## src/hdl/tepq_pkg.sv

```systemverilog
// ----------------------------------------------------------------------------
// tepq_pkg: shared types and codes of the timed event priority queue
// Item kinds, controller states and the command/status bundles that join
// the controller and the datapath.
// ----------------------------------------------------------------------------
package tepq_pkg;

  localparam int TIME_W     = 64;
  localparam int KIND_W     = 2;
  localparam int TAG_PORT_W = 8;

  localparam logic [KIND_W-1:0] KIND_SCHEDULE = 2'd0;
  localparam logic [KIND_W-1:0] KIND_EXPIRE   = 2'd1;
  localparam logic [KIND_W-1:0] KIND_QUERY    = 2'd2;

  typedef enum logic [2:0] {
    ST_IDLE,
    ST_INS_CMP,
    ST_INS_SHIFT,
    ST_EMIT_ONE,
    ST_EMIT_DROP,
    ST_EXP_CHECK,
    ST_EXP_FIRE
  } ctrl_state_t;

  typedef struct packed {
    logic load;
    logic cmp;
    logic ins;
    logic pop;
    logic emit;
    logic emit_fired;
    logic emit_status;
    logic emit_last;
  } dp_cmd_t;

  typedef struct packed {
    logic [KIND_W-1:0] in_kind;
    logic              full;
    logic              due;
    logic              out_busy;
  } dp_sts_t;

endpackage

```

## src/hdl/tepq_in_if.sv

```systemverilog
// ----------------------------------------------------------------------------
// tepq_in_if: input channel of the event queue
// Carries one schedule, expire or query item per valid/ready handshake.
// ----------------------------------------------------------------------------
interface tepq_in_if;
  logic                              valid;
  logic                              ready;
  logic [tepq_pkg::KIND_W-1:0]       kind;
  logic [tepq_pkg::TIME_W-1:0]       event_time;
  logic [tepq_pkg::TAG_PORT_W-1:0]   event_tag;

  modport source (output valid, kind, event_time, event_tag, input ready);
  modport sink   (input valid, kind, event_time, event_tag, output ready);
endinterface

```

## src/hdl/tepq_out_if.sv

```systemverilog
// ----------------------------------------------------------------------------
// tepq_out_if: result channel of the event queue
// Carries one result item per valid/ready handshake.
// ----------------------------------------------------------------------------
interface tepq_out_if;
  logic                              valid;
  logic                              ready;
  logic                              fired;
  logic [tepq_pkg::TAG_PORT_W-1:0]   fired_tag;
  logic [tepq_pkg::TIME_W-1:0]       next_due_cycle;
  logic                              status;
  logic                              last;

  modport source (output valid, fired, fired_tag, next_due_cycle, status, last,
                  input ready);
  modport sink   (input valid, fired, fired_tag, next_due_cycle, status, last,
                  output ready);
endinterface

```

## src/hdl/tepq_ctrl.sv

```systemverilog
// ----------------------------------------------------------------------------
// tepq_ctrl: controller of the event queue
// Sequences compare/insert, pop and result emission for one item at a time.
// ----------------------------------------------------------------------------
module tepq_ctrl (
  input  logic              clk,
  input  logic              rst_n,
  input  logic              in_valid,
  output logic              in_ready,
  input  tepq_pkg::dp_sts_t sts,
  output tepq_pkg::dp_cmd_t cmd
);

  tepq_pkg::ctrl_state_t state_r, state_nxt;

  always_ff @(posedge clk) begin
    if (!rst_n) begin
      state_r <= tepq_pkg::ST_IDLE;
    end else begin
      state_r <= state_nxt;
    end
  end

  always_comb begin
    state_nxt = state_r;
    unique case (state_r)
      tepq_pkg::ST_IDLE: begin
        if (in_valid) begin
          if (sts.in_kind == tepq_pkg::KIND_SCHEDULE) begin
            state_nxt = tepq_pkg::ST_INS_CMP;
          end else if (sts.in_kind == tepq_pkg::KIND_EXPIRE) begin
            state_nxt = tepq_pkg::ST_EXP_CHECK;
          end else begin
            state_nxt = tepq_pkg::ST_EMIT_ONE;
          end
        end
      end
      tepq_pkg::ST_INS_CMP: begin
        state_nxt = sts.full ? tepq_pkg::ST_EMIT_DROP : tepq_pkg::ST_INS_SHIFT;
      end
      tepq_pkg::ST_INS_SHIFT: begin
        state_nxt = tepq_pkg::ST_EMIT_ONE;
      end
      tepq_pkg::ST_EMIT_ONE, tepq_pkg::ST_EMIT_DROP: begin
        if (!sts.out_busy) state_nxt = tepq_pkg::ST_IDLE;
      end
      tepq_pkg::ST_EXP_CHECK: begin
        if (sts.due) begin
          state_nxt = tepq_pkg::ST_EXP_FIRE;
        end else if (!sts.out_busy) begin
          state_nxt = tepq_pkg::ST_IDLE;
        end
      end
      tepq_pkg::ST_EXP_FIRE: begin
        if (!sts.out_busy && !sts.due) state_nxt = tepq_pkg::ST_IDLE;
      end
      default: state_nxt = tepq_pkg::ST_IDLE;
    endcase
  end

  always_comb begin
    cmd      = '0;
    in_ready = 1'b0;
    unique case (state_r)
      tepq_pkg::ST_IDLE: begin
        in_ready = 1'b1;
        cmd.load = in_valid;
      end
      tepq_pkg::ST_INS_CMP: begin
        cmd.cmp = 1'b1;
      end
      tepq_pkg::ST_INS_SHIFT: begin
        cmd.ins = 1'b1;
      end
      tepq_pkg::ST_EMIT_ONE: begin
        cmd.emit      = !sts.out_busy;
        cmd.emit_last = 1'b1;
      end
      tepq_pkg::ST_EMIT_DROP: begin
        cmd.emit        = !sts.out_busy;
        cmd.emit_status = 1'b1;
        cmd.emit_last   = 1'b1;
      end
      tepq_pkg::ST_EXP_CHECK: begin
        // nothing due: report a single empty result
        cmd.pop       = sts.due;
        cmd.emit      = !sts.due && !sts.out_busy;
        cmd.emit_last = 1'b1;
      end
      tepq_pkg::ST_EXP_FIRE: begin
        // emit the popped tag and pop the next due entry in the same cycle
        cmd.emit       = !sts.out_busy;
        cmd.emit_fired = 1'b1;
        cmd.emit_last  = !sts.due;
        cmd.pop        = !sts.out_busy && sts.due;
      end
      default: begin
        cmd = '0;
      end
    endcase
  end

endmodule

```

## src/hdl/tepq_dp.sv

```systemverilog
// ----------------------------------------------------------------------------
// tepq_dp: datapath of the event queue
// Sorted row of entry cells, entry count, end cycle and the result register.
// ----------------------------------------------------------------------------
module tepq_dp #(
  parameter int QUEUE_DEPTH = 16,
  parameter int TAG_WIDTH   = 8
) (
  input  logic                              clk,
  input  logic                              rst_n,
  input  logic                              cfg_we,
  input  logic [tepq_pkg::TIME_W-1:0]       cfg_wdata,
  input  logic [tepq_pkg::KIND_W-1:0]       in_kind,
  input  logic [tepq_pkg::TIME_W-1:0]       in_event_time,
  input  logic [tepq_pkg::TAG_PORT_W-1:0]   in_event_tag,
  input  tepq_pkg::dp_cmd_t                 cmd,
  output tepq_pkg::dp_sts_t                 sts,
  input  logic                              out_ready,
  output logic                              out_valid,
  output logic                              out_fired,
  output logic [tepq_pkg::TAG_PORT_W-1:0]   out_fired_tag,
  output logic [tepq_pkg::TIME_W-1:0]       out_next_due_cycle,
  output logic                              out_status,
  output logic                              out_last
);

  localparam int CW = $clog2(QUEUE_DEPTH + 1);

  logic [tepq_pkg::TIME_W-1:0] end_cycle_r;
  logic [CW-1:0]               count_r;
  logic [tepq_pkg::TIME_W-1:0] time_r;
  logic [TAG_WIDTH-1:0]        tag_r;
  logic [tepq_pkg::TIME_W-1:0] times_r [QUEUE_DEPTH];
  logic [TAG_WIDTH-1:0]        tags_r  [QUEUE_DEPTH];
  logic [QUEUE_DEPTH-1:0]      gt_r;
  logic [TAG_WIDTH-1:0]        pop_tag_r;

  logic                              out_valid_r;
  logic                              out_fired_r;
  logic [tepq_pkg::TAG_PORT_W-1:0]   out_tag_r;
  logic [tepq_pkg::TIME_W-1:0]       out_due_r;
  logic                              out_status_r;
  logic                              out_last_r;

  logic [TAG_WIDTH-1:0]              tag_in;
  logic [tepq_pkg::TAG_PORT_W-1:0]   tag_out_ext;
  logic                              empty;
  logic [tepq_pkg::TIME_W-1:0]       next_due;

  // only the low min(TAG_WIDTH, TAG_PORT_W) bits of a tag survive, in either direction
  for (genvar b = 0; b < TAG_WIDTH; b++) begin : g_tag_in
    if (b < tepq_pkg::TAG_PORT_W) begin : g_bit
      assign tag_in[b] = in_event_tag[b];
    end else begin : g_zero
      assign tag_in[b] = 1'b0;
    end
  end

  for (genvar b = 0; b < tepq_pkg::TAG_PORT_W; b++) begin : g_tag_out
    if (b < TAG_WIDTH) begin : g_bit
      assign tag_out_ext[b] = pop_tag_r[b];
    end else begin : g_zero
      assign tag_out_ext[b] = 1'b0;
    end
  end

  assign empty    = (count_r == '0);
  assign next_due = (empty || !(times_r[0] < end_cycle_r)) ? end_cycle_r : times_r[0];

  assign sts.in_kind  = in_kind;
  assign sts.full     = (count_r == CW'(QUEUE_DEPTH));
  assign sts.due      = !empty && (times_r[0] <= time_r);
  assign sts.out_busy = out_valid_r && !out_ready;

  always_ff @(posedge clk) begin
    if (!rst_n) begin
      end_cycle_r <= '0;
      count_r     <= '0;
    end else begin
      if (cfg_we) end_cycle_r <= cfg_wdata;
      if (cmd.ins) begin
        count_r <= count_r + CW'(1);
      end else if (cmd.pop) begin
        count_r <= count_r - CW'(1);
      end
    end
  end

  always_ff @(posedge clk) begin
    if (cmd.load) begin
      time_r <= in_event_time;
      tag_r  <= tag_in;
    end
    if (cmd.pop) pop_tag_r <= tags_r[0];
  end

  // each cell shifts up behind the insertion point; all but the tail cell shift down on a pop
  for (genvar i = 0; i < QUEUE_DEPTH; i++) begin : g_cell
    always_ff @(posedge clk) begin
      if (cmd.cmp) gt_r[i] <= (CW'(i) >= count_r) || (times_r[i] > time_r);
    end

    if (i == 0) begin : g_head
      always_ff @(posedge clk) begin
        if (cmd.ins && gt_r[i]) begin
          times_r[i] <= time_r;
          tags_r[i]  <= tag_r;
        end else if (cmd.pop) begin
          times_r[i] <= times_r[i+1];
          tags_r[i]  <= tags_r[i+1];
        end
      end
    end else if (i == QUEUE_DEPTH - 1) begin : g_tail
      always_ff @(posedge clk) begin
        if (cmd.ins && gt_r[i]) begin
          times_r[i] <= gt_r[i-1] ? times_r[i-1] : time_r;
          tags_r[i]  <= gt_r[i-1] ? tags_r[i-1]  : tag_r;
        end
      end
    end else begin : g_mid
      always_ff @(posedge clk) begin
        if (cmd.ins && gt_r[i]) begin
          times_r[i] <= gt_r[i-1] ? times_r[i-1] : time_r;
          tags_r[i]  <= gt_r[i-1] ? tags_r[i-1]  : tag_r;
        end else if (cmd.pop) begin
          times_r[i] <= times_r[i+1];
          tags_r[i]  <= tags_r[i+1];
        end
      end
    end
  end

  always_ff @(posedge clk) begin
    if (!rst_n) begin
      out_valid_r <= 1'b0;
    end else if (cmd.emit) begin
      out_valid_r <= 1'b1;
    end else if (out_ready) begin
      out_valid_r <= 1'b0;
    end
  end

  always_ff @(posedge clk) begin
    if (cmd.emit) begin
      out_fired_r  <= cmd.emit_fired;
      out_tag_r    <= cmd.emit_fired ? tag_out_ext : '0;
      out_due_r    <= next_due;
      out_status_r <= cmd.emit_status;
      out_last_r   <= cmd.emit_last;
    end
  end

  assign out_valid          = out_valid_r;
  assign out_fired          = out_fired_r;
  assign out_fired_tag      = out_tag_r;
  assign out_next_due_cycle = out_due_r;
  assign out_status         = out_status_r;
  assign out_last           = out_last_r;

endmodule

```

## src/hdl/timed_event_priority_queue.sv

```systemverilog
// ----------------------------------------------------------------------------
// timed_event_priority_queue: time-ordered event queue for a scheduler
// Holds up to QUEUE_DEPTH events sorted by time (ties in insertion order);
// schedules, expires due events earliest first, and reports the next due
// cycle capped by the end cycle.
//
//   channel   direction  handshake      contents
//   in_chan   sink       valid/ready    kind, event_time, event_tag
//   out_chan  source     valid/ready    fired, fired_tag, next_due_cycle,
//                                       status, last
//   cfg_*     sink       write enable   end cycle
//
// Schedule: accept, parallel compare, shift-insert, emit; a schedule dropped
// on a full queue skips the shift-insert. Query: accept, emit. Expire: accept,
// check, then one pop per cycle of the sorted cell row while no result waits.
// Synchronous active-low reset empties the queue and clears the end cycle.
// One item is worked at a time; a result waits in the output register
// while the next item is accepted, and emission stalls while it is unread.
// ----------------------------------------------------------------------------
module timed_event_priority_queue #(
  parameter int QUEUE_DEPTH = 16,
  parameter int TAG_WIDTH   = 8
) (
  input  logic                          clk,
  input  logic                          rst_n,
  tepq_in_if.sink                       in_chan,
  tepq_out_if.source                    out_chan,
  input  logic                          cfg_we,
  input  logic [tepq_pkg::TIME_W-1:0]   cfg_wdata
);

  tepq_pkg::dp_cmd_t cmd;
  tepq_pkg::dp_sts_t sts;
  logic              in_ready;

  assign in_chan.ready = in_ready;

  tepq_ctrl u_ctrl (
    .clk      (clk),
    .rst_n    (rst_n),
    .in_valid (in_chan.valid),
    .in_ready (in_ready),
    .sts      (sts),
    .cmd      (cmd)
  );

  tepq_dp #(
    .QUEUE_DEPTH (QUEUE_DEPTH),
    .TAG_WIDTH   (TAG_WIDTH)
  ) u_dp (
    .clk                (clk),
    .rst_n              (rst_n),
    .cfg_we             (cfg_we),
    .cfg_wdata          (cfg_wdata),
    .in_kind            (in_chan.kind),
    .in_event_time      (in_chan.event_time),
    .in_event_tag       (in_chan.event_tag),
    .cmd                (cmd),
    .sts                (sts),
    .out_ready          (out_chan.ready),
    .out_valid          (out_chan.valid),
    .out_fired          (out_chan.fired),
    .out_fired_tag      (out_chan.fired_tag),
    .out_next_due_cycle (out_chan.next_due_cycle),
    .out_status         (out_chan.status),
    .out_last           (out_chan.last)
  );

  // never overwrite a result that is still waiting
  a_emit_free: assert property (@(posedge clk) disable iff (!rst_n)
    cmd.emit |-> !sts.out_busy)
    else $error("result register overwritten while pending");

  a_pop_due: assert property (@(posedge clk) disable iff (!rst_n)
    cmd.pop |-> sts.due)
    else $error("pop of an entry that is not due");

  a_ins_room: assert property (@(posedge clk) disable iff (!rst_n)
    cmd.ins |-> !sts.full)
    else $error("insert into a full queue");

  a_one_item: assert property (@(posedge clk) disable iff (!rst_n)
    (in_chan.valid && in_ready) |=> !in_ready)
    else $error("new item accepted while one is in progress");

endmodule
```

## src/flat_wrapper.sv

```systemverilog
// flat-port wrapper written by rule: the top's interface ports become plain ports
module timed_event_priority_queue_flat 
#(
  parameter int QUEUE_DEPTH = 16,
  parameter int TAG_WIDTH   = 8
)
  (clk, rst_n, cfg_we, cfg_wdata, in_chan_valid, in_chan_kind, in_chan_event_time, in_chan_event_tag, in_chan_ready, out_chan_valid, out_chan_fired, out_chan_fired_tag, out_chan_next_due_cycle, out_chan_status, out_chan_last, out_chan_ready);
  tepq_in_if in_chan_i ();
  tepq_out_if out_chan_i ();
  input  logic clk;
  input  logic rst_n;
  input  logic cfg_we;
  input  logic [tepq_pkg::TIME_W-1:0] cfg_wdata;
  input wire logic [$bits(in_chan_i.valid)-1:0] in_chan_valid;
  input wire logic [$bits(in_chan_i.kind)-1:0] in_chan_kind;
  input wire logic [$bits(in_chan_i.event_time)-1:0] in_chan_event_time;
  input wire logic [$bits(in_chan_i.event_tag)-1:0] in_chan_event_tag;
  output wire logic [$bits(in_chan_i.ready)-1:0] in_chan_ready;
  output wire logic [$bits(out_chan_i.valid)-1:0] out_chan_valid;
  output wire logic [$bits(out_chan_i.fired)-1:0] out_chan_fired;
  output wire logic [$bits(out_chan_i.fired_tag)-1:0] out_chan_fired_tag;
  output wire logic [$bits(out_chan_i.next_due_cycle)-1:0] out_chan_next_due_cycle;
  output wire logic [$bits(out_chan_i.status)-1:0] out_chan_status;
  output wire logic [$bits(out_chan_i.last)-1:0] out_chan_last;
  input wire logic [$bits(out_chan_i.ready)-1:0] out_chan_ready;
  assign in_chan_i.valid = in_chan_valid;
  assign in_chan_i.kind = in_chan_kind;
  assign in_chan_i.event_time = in_chan_event_time;
  assign in_chan_i.event_tag = in_chan_event_tag;
  assign in_chan_ready = in_chan_i.ready;
  assign out_chan_valid = out_chan_i.valid;
  assign out_chan_fired = out_chan_i.fired;
  assign out_chan_fired_tag = out_chan_i.fired_tag;
  assign out_chan_next_due_cycle = out_chan_i.next_due_cycle;
  assign out_chan_status = out_chan_i.status;
  assign out_chan_last = out_chan_i.last;
  assign out_chan_i.ready = out_chan_ready;
  timed_event_priority_queue #(.QUEUE_DEPTH(QUEUE_DEPTH), .TAG_WIDTH(TAG_WIDTH)) u_core (.clk(clk), .rst_n(rst_n), .in_chan(in_chan_i), .out_chan(out_chan_i), .cfg_we(cfg_we), .cfg_wdata(cfg_wdata));
endmodule
```

## config.mk

```make
export PLATFORM = sky130hd
export DESIGN_NAME = timed_event_priority_queue_flat
export DESIGN_NICKNAME = d
export VERILOG_FILES = /design/src/hdl/tepq_pkg.sv /design/src/hdl/tepq_in_if.sv /design/src/hdl/tepq_out_if.sv /design/src/hdl/tepq_ctrl.sv /design/src/hdl/tepq_dp.sv /design/src/hdl/timed_event_priority_queue.sv /design/src/flat_wrapper.sv
export SDC_FILE = /design/constraint.sdc
export NUM_CORES = 2
export LEC_CHECK = 0
export ABC_AREA = 1
export BUFFER_PORTS_ARGS = -buffer_cell sky130_fd_sc_hd__buf_2
export CAP_MARGIN = 10
export CORE_MARGIN = 10
export CORE_UTILIZATION = 42
export CTS_CLUSTER_DIAMETER = 120
export CTS_CLUSTER_SIZE = 20
export DETAILED_ROUTE_END_ITERATION = 7
export SETUP_SLACK_MARGIN = 0.02
export SLEW_MARGIN = 25
export SYNTH_ARGS = -nofsm -noshare
export SYNTH_HDL_FRONTEND = slang
export SYNTH_HIERARCHICAL = 1
export SYNTH_SLANG_ARGS = --single-unit
```

## constraint.sdc

```tcl
create_clock -name clk -period 18.56 [get_ports clk]
set_input_delay 2.784 -clock clk [delete_from_list [all_inputs] [get_ports clk]]
set_output_delay 2.784 -clock clk [all_outputs]
set_load 0.02 [all_outputs]
```

=== Word level (Yosys, flattened, before mapping) ===
Memories as Yosys holds them, arrays and structs flattened.
Index checks and enable logic that the tools add are counted.

* Add/subtract/negate cells: 2
* Multiply operators: 0
* Div/mod/pow operators: 0
* Order comparisons: 34
* Equal/unequal tests: 10
* Shift operators: 0
* Mux-type cells: 145
* Bitwise gates (word level): 30
* Reduce and logical (&&, ||, !) cells: 51

{| class="wikitable"
|+ Operators by type and width
! kind !! number
|-
| $mux W64 || 31
|-
| $gt A64 B64 Y1 || 16
|-
| $mux W8 || 30
|-
| $mux W1 || 71
|-
| $le A64 B64 Y1 || 1
|-
| $lt A64 B64 Y1 || 1
|-
| $ge A4 B5 Y1 const A || 8
|-
| $or A1 B1 Y1 || 30
|-
| $mux W3 || 7
|-
| $ge A3 B5 Y1 const A || 4
|-
| $logic_and A1 B1 Y1 || 20
|-
| $pmux W3 S6 || 1
|-
| $logic_or A1 B1 Y1 || 17
|-
| $ge A1 B5 Y1 const A || 2
|-
| $ge A2 B5 Y1 const A || 2
|-
| $mux W5 || 2
|-
| $eq A3 B3 Y1 const B || 3
|-
| $eq A3 B2 Y1 const B || 2
|-
| $pmux W1 S2 || 3
|-
| $reduce_or A3 Y1 || 2
|-
| $add A5 B1 Y5 const B || 1
|-
| $eq A5 B5 Y1 const B || 1
|-
| $logic_not A1 Y1 || 5
|-
| $logic_not A5 Y1 || 1
|-
| 9 further kinds || 11
|}

* Register bits: 244
* Bits in latches: 0
* Memory bits (writable): 1152
* Bits in read-only memories: 0
* Input port bits: 143
* Memories kept: 2

{| class="wikitable"
|+ Memories
! name !! words !! bits a word !! rd ports !! clocked after Yosys merged registers in !! write ports !! RTL line !! source
|-
| u_core.u_dp.times_r || 16 || 64 || 16 || 0 || 16 || tepq_dp.sv:33 || <nowiki>logic [tepq_pkg::TIME_W-1:0] times_r [QUEUE_DEPTH];</nowiki>
|-
| u_core.u_dp.tags_r || 16 || 8 || 16 || 0 || 16 || tepq_dp.sv:34 || <nowiki>logic [TAG_WIDTH-1:0] tags_r [QUEUE_DEPTH];</nowiki>
|}

=== Logic depth before layout (Yosys ltp) ===
* Depth in word-level cells: 9
* Depth in mapped cells: 26
* Gate-level depth less buffers: 23

=== Hierarchy ===
Netlist, hierarchy kept.

{| class="wikitable"
|+ By module, submodules not included
! module !! times used !! cells each !! area an instance (um2) !! seq. area each (um2)
|-
| tepq_dp || 1 || 10388 || 89768.6 || 41129.4
|-
| tepq_ctrl || 1 || 63 || 395.4 || 60.1
|}

=== Least setup slack after synthesis ===
Ideal clock, no wire load.

* Kind: input-to-reg
* Start: input in_chan_valid
* End: register u_core.u_dp.tag_r[0] (enable)
* Arrival time: 7.725 ns
* Required time: 17.969 ns
* Path slack: 10.245 ns
* Cell stages on the path: 2
* Buffers on the path: 0
* Cells stage by stage: inv_1 nor3_1

{| class="wikitable"
|+ RTL lines
! element !! RTL line !! source
|-
| start, declared || flat_wrapper.sv:14 || <nowiki>input wire logic [$bits(in_chan_i.valid)-1:0] in_chan_valid;</nowiki>
|-
| end signal, assigned || tepq_dp.sv:92 || <nowiki>tag_r <= tag_in;</nowiki>
|-
| end, declared || tepq_dp.sv:32 || <nowiki>logic [TAG_WIDTH-1:0] tag_r;</nowiki>
|}

==> impl_metrics.csv <==
group,metric,value,unit
status,outcome,"completed",
floorplanning,ios,220,
global_route,grt_pass1_vias,68075,
critical_path,start_kind,"flip-flop",
power_and_ir_drop,peakVddDrop,0.0000673,V
global_route,overflow,0,
cts,cts-root-buf,"clkbuf_16",
critical_path,reg2reg_depth,17,
drt,drt_pass1_iterations,6,
cts,cts_tree,"built",
synthesis,yosysWarnings,6,
worst_hold_path,min_path_cells,0,
critical_path,crit_family,"simple AND/OR/NAND/NOR gates",
final_layout,n_fill_cell,20760,
critical_path,worstSetupPathType,"reg2reg",
critical_path,r2r_start,"u_core/u_dp/time_r[47]$_DFFE_PP_",
critical_path,timing.critical_path.mode_cell,"inv_1",
sta,fin_crit_sh,30.8,%
floorplanning,placementRows,170,
cts,clock_latency,0.72,ns
sta,max_freq,175,MHz
power_and_ir_drop,powerDensity,79.9,nW/µm²
power_and_ir_drop,p_leak,0.0391,µW
placement,place_ws,12.61,ns
critical_path,rr_endpoint,"u_core/u_dp/times_r[0][101]$_DFFE_PP_",
synthesis,synth_common_cells,"a21oi_1, nor2_1, nand2_1",
synthesis,synth_top_cell_area_share,44.1,%
sta,fin_crit,5.71,ns
synthesis,synth_edf_count,1323,
placement,dpl-instance-area,93400,µm²
critical_path,crit_required,18.89,ns
floorplanning,core-area,214000,µm²
sta,setup_tns,0,ns
synthesis,ys_seq_area_share,45.7,%
worst_hold_path,hp-start,"u_core/u_dp/tags_r[0][2]$_DFFE_PP_",
cts,cts-htree-levels,3,
cts,clk_pin_slew,0.09,ns
sta,hold_viol,0,
critical_path,critPathCaptureType,"flip-flop",
final_layout,final_layout_size_suffix_gt1_share,5.31,%
drt,wl,251000,µm
critical_path,reg2reg_slack,12.85,ns
cts,clkSinkCount,1396,
sta,fin_ws,12.85,ns
synthesis,syn-cell-area,90200,µm²
final_layout,design_area,95700,µm²
synthesis,synth.most_common_cell,"a21oi_1",
cts,ctsLongestPathBuffers,3,
run,drv_cap,0,
sta,worstMarginPinSlew,1.08,ns
global_route,grt_pass1_wl,392000,µm
global_route,antenna_found_initial,11,
floorplanning,die_w,483,µm
synthesis,synth_area_leaders,"edfxtp_1, ha_1, a21oi_1",
drt,wl_per_cell,19.0,µm
sta,finalSetupViolCount,0,
placement,io_buffers,219,
drt,drtIter0Drc,6308,
cts,postCtsSetupRepairBufs,0,
synthesis,yosys.cell_types.count,46,
critical_path,arrival,6.04,ns
critical_path,cp_max_fo,72,
worst_hold_path,hold_path.class,"reg2reg",
drt,post-route-drc-count,0,
floorplanning,die_area,234000,µm²
cts,cts_buffers,79,
critical_path,cp_cell_sequence,"inv_1 -> buf_4 -> ha_1 -> nand2_1 -> inv_1 -> nand3_1 -> nor3_1 -> nand4_1 -> nor2_1 -> nand4_1 -> a21oi_1 -> inv_1 -> o31ai_4 -> buf_4 -> inv_1 -> buf_4 -> nand2_4",
sta,slew_headroom,27.3,%
power_and_ir_drop,finalPower,7650,µW
global_route,grtUsageTotal,20.5,%
sta,report.final.slew_viol_count,0,
floorplanning,die_y,483,µm
worst_hold_path,min_to,"u_core/u_dp/pop_tag_r[2]$_DFFE_PP_",
floorplanning,initial_core_util,42.1,%
global_route,grt_max_degree,128,
drt,vias,72739,
cts,postCtsResizedCells,0,
synthesis,synth_largest_area_cell,"edfxtp_1",
sta,fin_skew,0.0344,ns
cts,cts_hold_buf,0,
sta,rsz0062_at_grt,"false",
synthesis,synth_area_per_cell,8.63,µm²
synthesis,syn_nets,11686,
critical_path,slowest_delay,0.80,ns
drt,viasPerCell,5.53,
final_layout,nets,11518,
final_layout,syn_to_final_growth,6.11,%
placement,place_congestion,0.879,
drt,ant_nets,0,
sta,fin_hold_ws,0.481,ns
synthesis,synthCells,10451,
placement,dp_hpwl,192000,µm
synthesis,ys_ff_latch,1396,
synthesis,async_reset_ff_share,0,%
critical_path,startpoint,"u_core/u_dp/time_r[47]$_DFFE_PP_",
critical_path,critPathSlowestCell,"nand2_4",
critical_path,path_buf_inv,7,
synthesis,synth_ff_type,"edfxtp_1",
-- flip-flops by register name (all words and copies together) (netlist names) --
signal                          flops
u_core/u_ctrl/state_r               3
u_core/u_dp/count_r                 5
u_core/u_dp/end_cycle_r            64
u_core/u_dp/gt_r                   16
u_core/u_dp/out_fired               1
u_core/u_dp/out_fired_tag           8
u_core/u_dp/out_last                1
u_core/u_dp/out_next_due_cycle     64
u_core/u_dp/out_status              1
u_core/u_dp/out_valid               1
u_core/u_dp/pop_tag_r               8
u_core/u_dp/tag_r                   8
u_core/u_dp/tags_r                128
u_core/u_dp/time_r                 64
u_core/u_dp/times_r              1024
-- layout by cell type (no fill, tap or decap), types with 60 or more instances in the layout --
master | Yosys | routed
a21oi_1 | 2442 | 2441
nand3_1 | 116 | 116
buf_2 | 106 | 218
buf_4 | 4 | 120
clkbuf_16 | 0 | 81
ha_1 | 1092 | 1092
nand4_1 | 94 | 94
nand2_1 | 1373 | 1343
edfxtp_1 | 1323 | 1323
o21ai_0 | 541 | 541
nand3_2 | 65 | 65
nor2_1 | 2169 | 2169
nor3_1 | 61 | 60
dfxtp_1 | 73 | 73
inv_1 | 395 | 394
-- per-stage QoR --
stage / utilization, % / cells
4_1_cts: 44.7 / 13161
6_report: 44.7 / 13163
3_3_place_gp: 43.6 / 13040
3_5_place_dp: 43.7 / 13040
2_1_floorplan: - / 10451
5_1_grt: 44.7 / 13161
-- metal layers --
layer  global-route usage (%)  wire (µm)
met5                        0         97
met3                     2.37      16500
met2                     30.6     105000
met1                     31.2     123000
met4                     5.44       6460
-- layout make-up --
| cell class | count | area, µm² | share of cell area, % |
|---|---|---|---|
| Timing Repair Buffer | 341 | 2030 | 2.12 |
| Clock buffer | 117 | 2160 | 2.26 |
| Inverter | 402 | 1520 | 1.59 |
| Antenna cell | 2 | 5.00 | 0.00523 |
| Multi-Input combinational cell | 8063 | 45100 | 47.2 |
| Clock inverter | 4 | 71.3 | 0.0745 |
| Tap cell | 2838 | 3550 | 3.71 |
| Sequential cell | 1396 | 41200 | 43.1 |
-- worst max path at each step --
| stage | end | depth (start not counted) |
|---|---|---|
| 6_report | u_core/u_dp/times_r[0][101]$_DFFE_PP_ | 17 |
| 3_3_place_gp | u_core/u_dp/times_r[1][363]$_DFFE_PP_ | 17 |
| 4_1_cts | u_core/u_dp/times_r[1][362]$_DFFE_PP_ | 17 |
| 3_5_place_dp | u_core/u_dp/times_r[1][367]$_DFFE_PP_ | 7 |
| 5_1_grt | u_core/u_dp/times_r[0][101]$_DFFE_PP_ | 17 |
| 2_1_floorplan | u_core/u_dp/tag_r[0]$_DFFE_PP_ | 2 |
-- report_power, final --
part           switching (µW)  internal (µW)
Clock                    1050            825
Combinational            1100            569
Sequential                252           3850
Total                    2400           5240
-- cell families (layout without fill, tap and decap cells) --
| group | after synthesis | count (layout) | synth area share, % |
|---|---|---|---|
| other | 0 | 2 | 0 |
| AOI/OAI and AO/OA | 3040 | 3040 | 17.0 |
| and+or+nand+nor | 3931 | 3931 | 17.6 |
| adders and majority gates | 1092 | 1092 | 15.2 |
| DFF | 1396 | 1396 | 45.7 |
| buffers and inverters | 992 | 864 | 4.57 |
-- worst reg2reg max path: cells and delay by family, from the launching register on --
| kind | cells | cell delay [ns] |
|---|---|---|
| buf+inv | 7 | 1.99 |
| flops | 1 | 0.39 |
| simple gates | 7 | 2.02 |
| compound gates | 2 | 0.63 |
| fa+ha+maj | 1 | 0.26 |
Power figures use the tool's default switching activity.
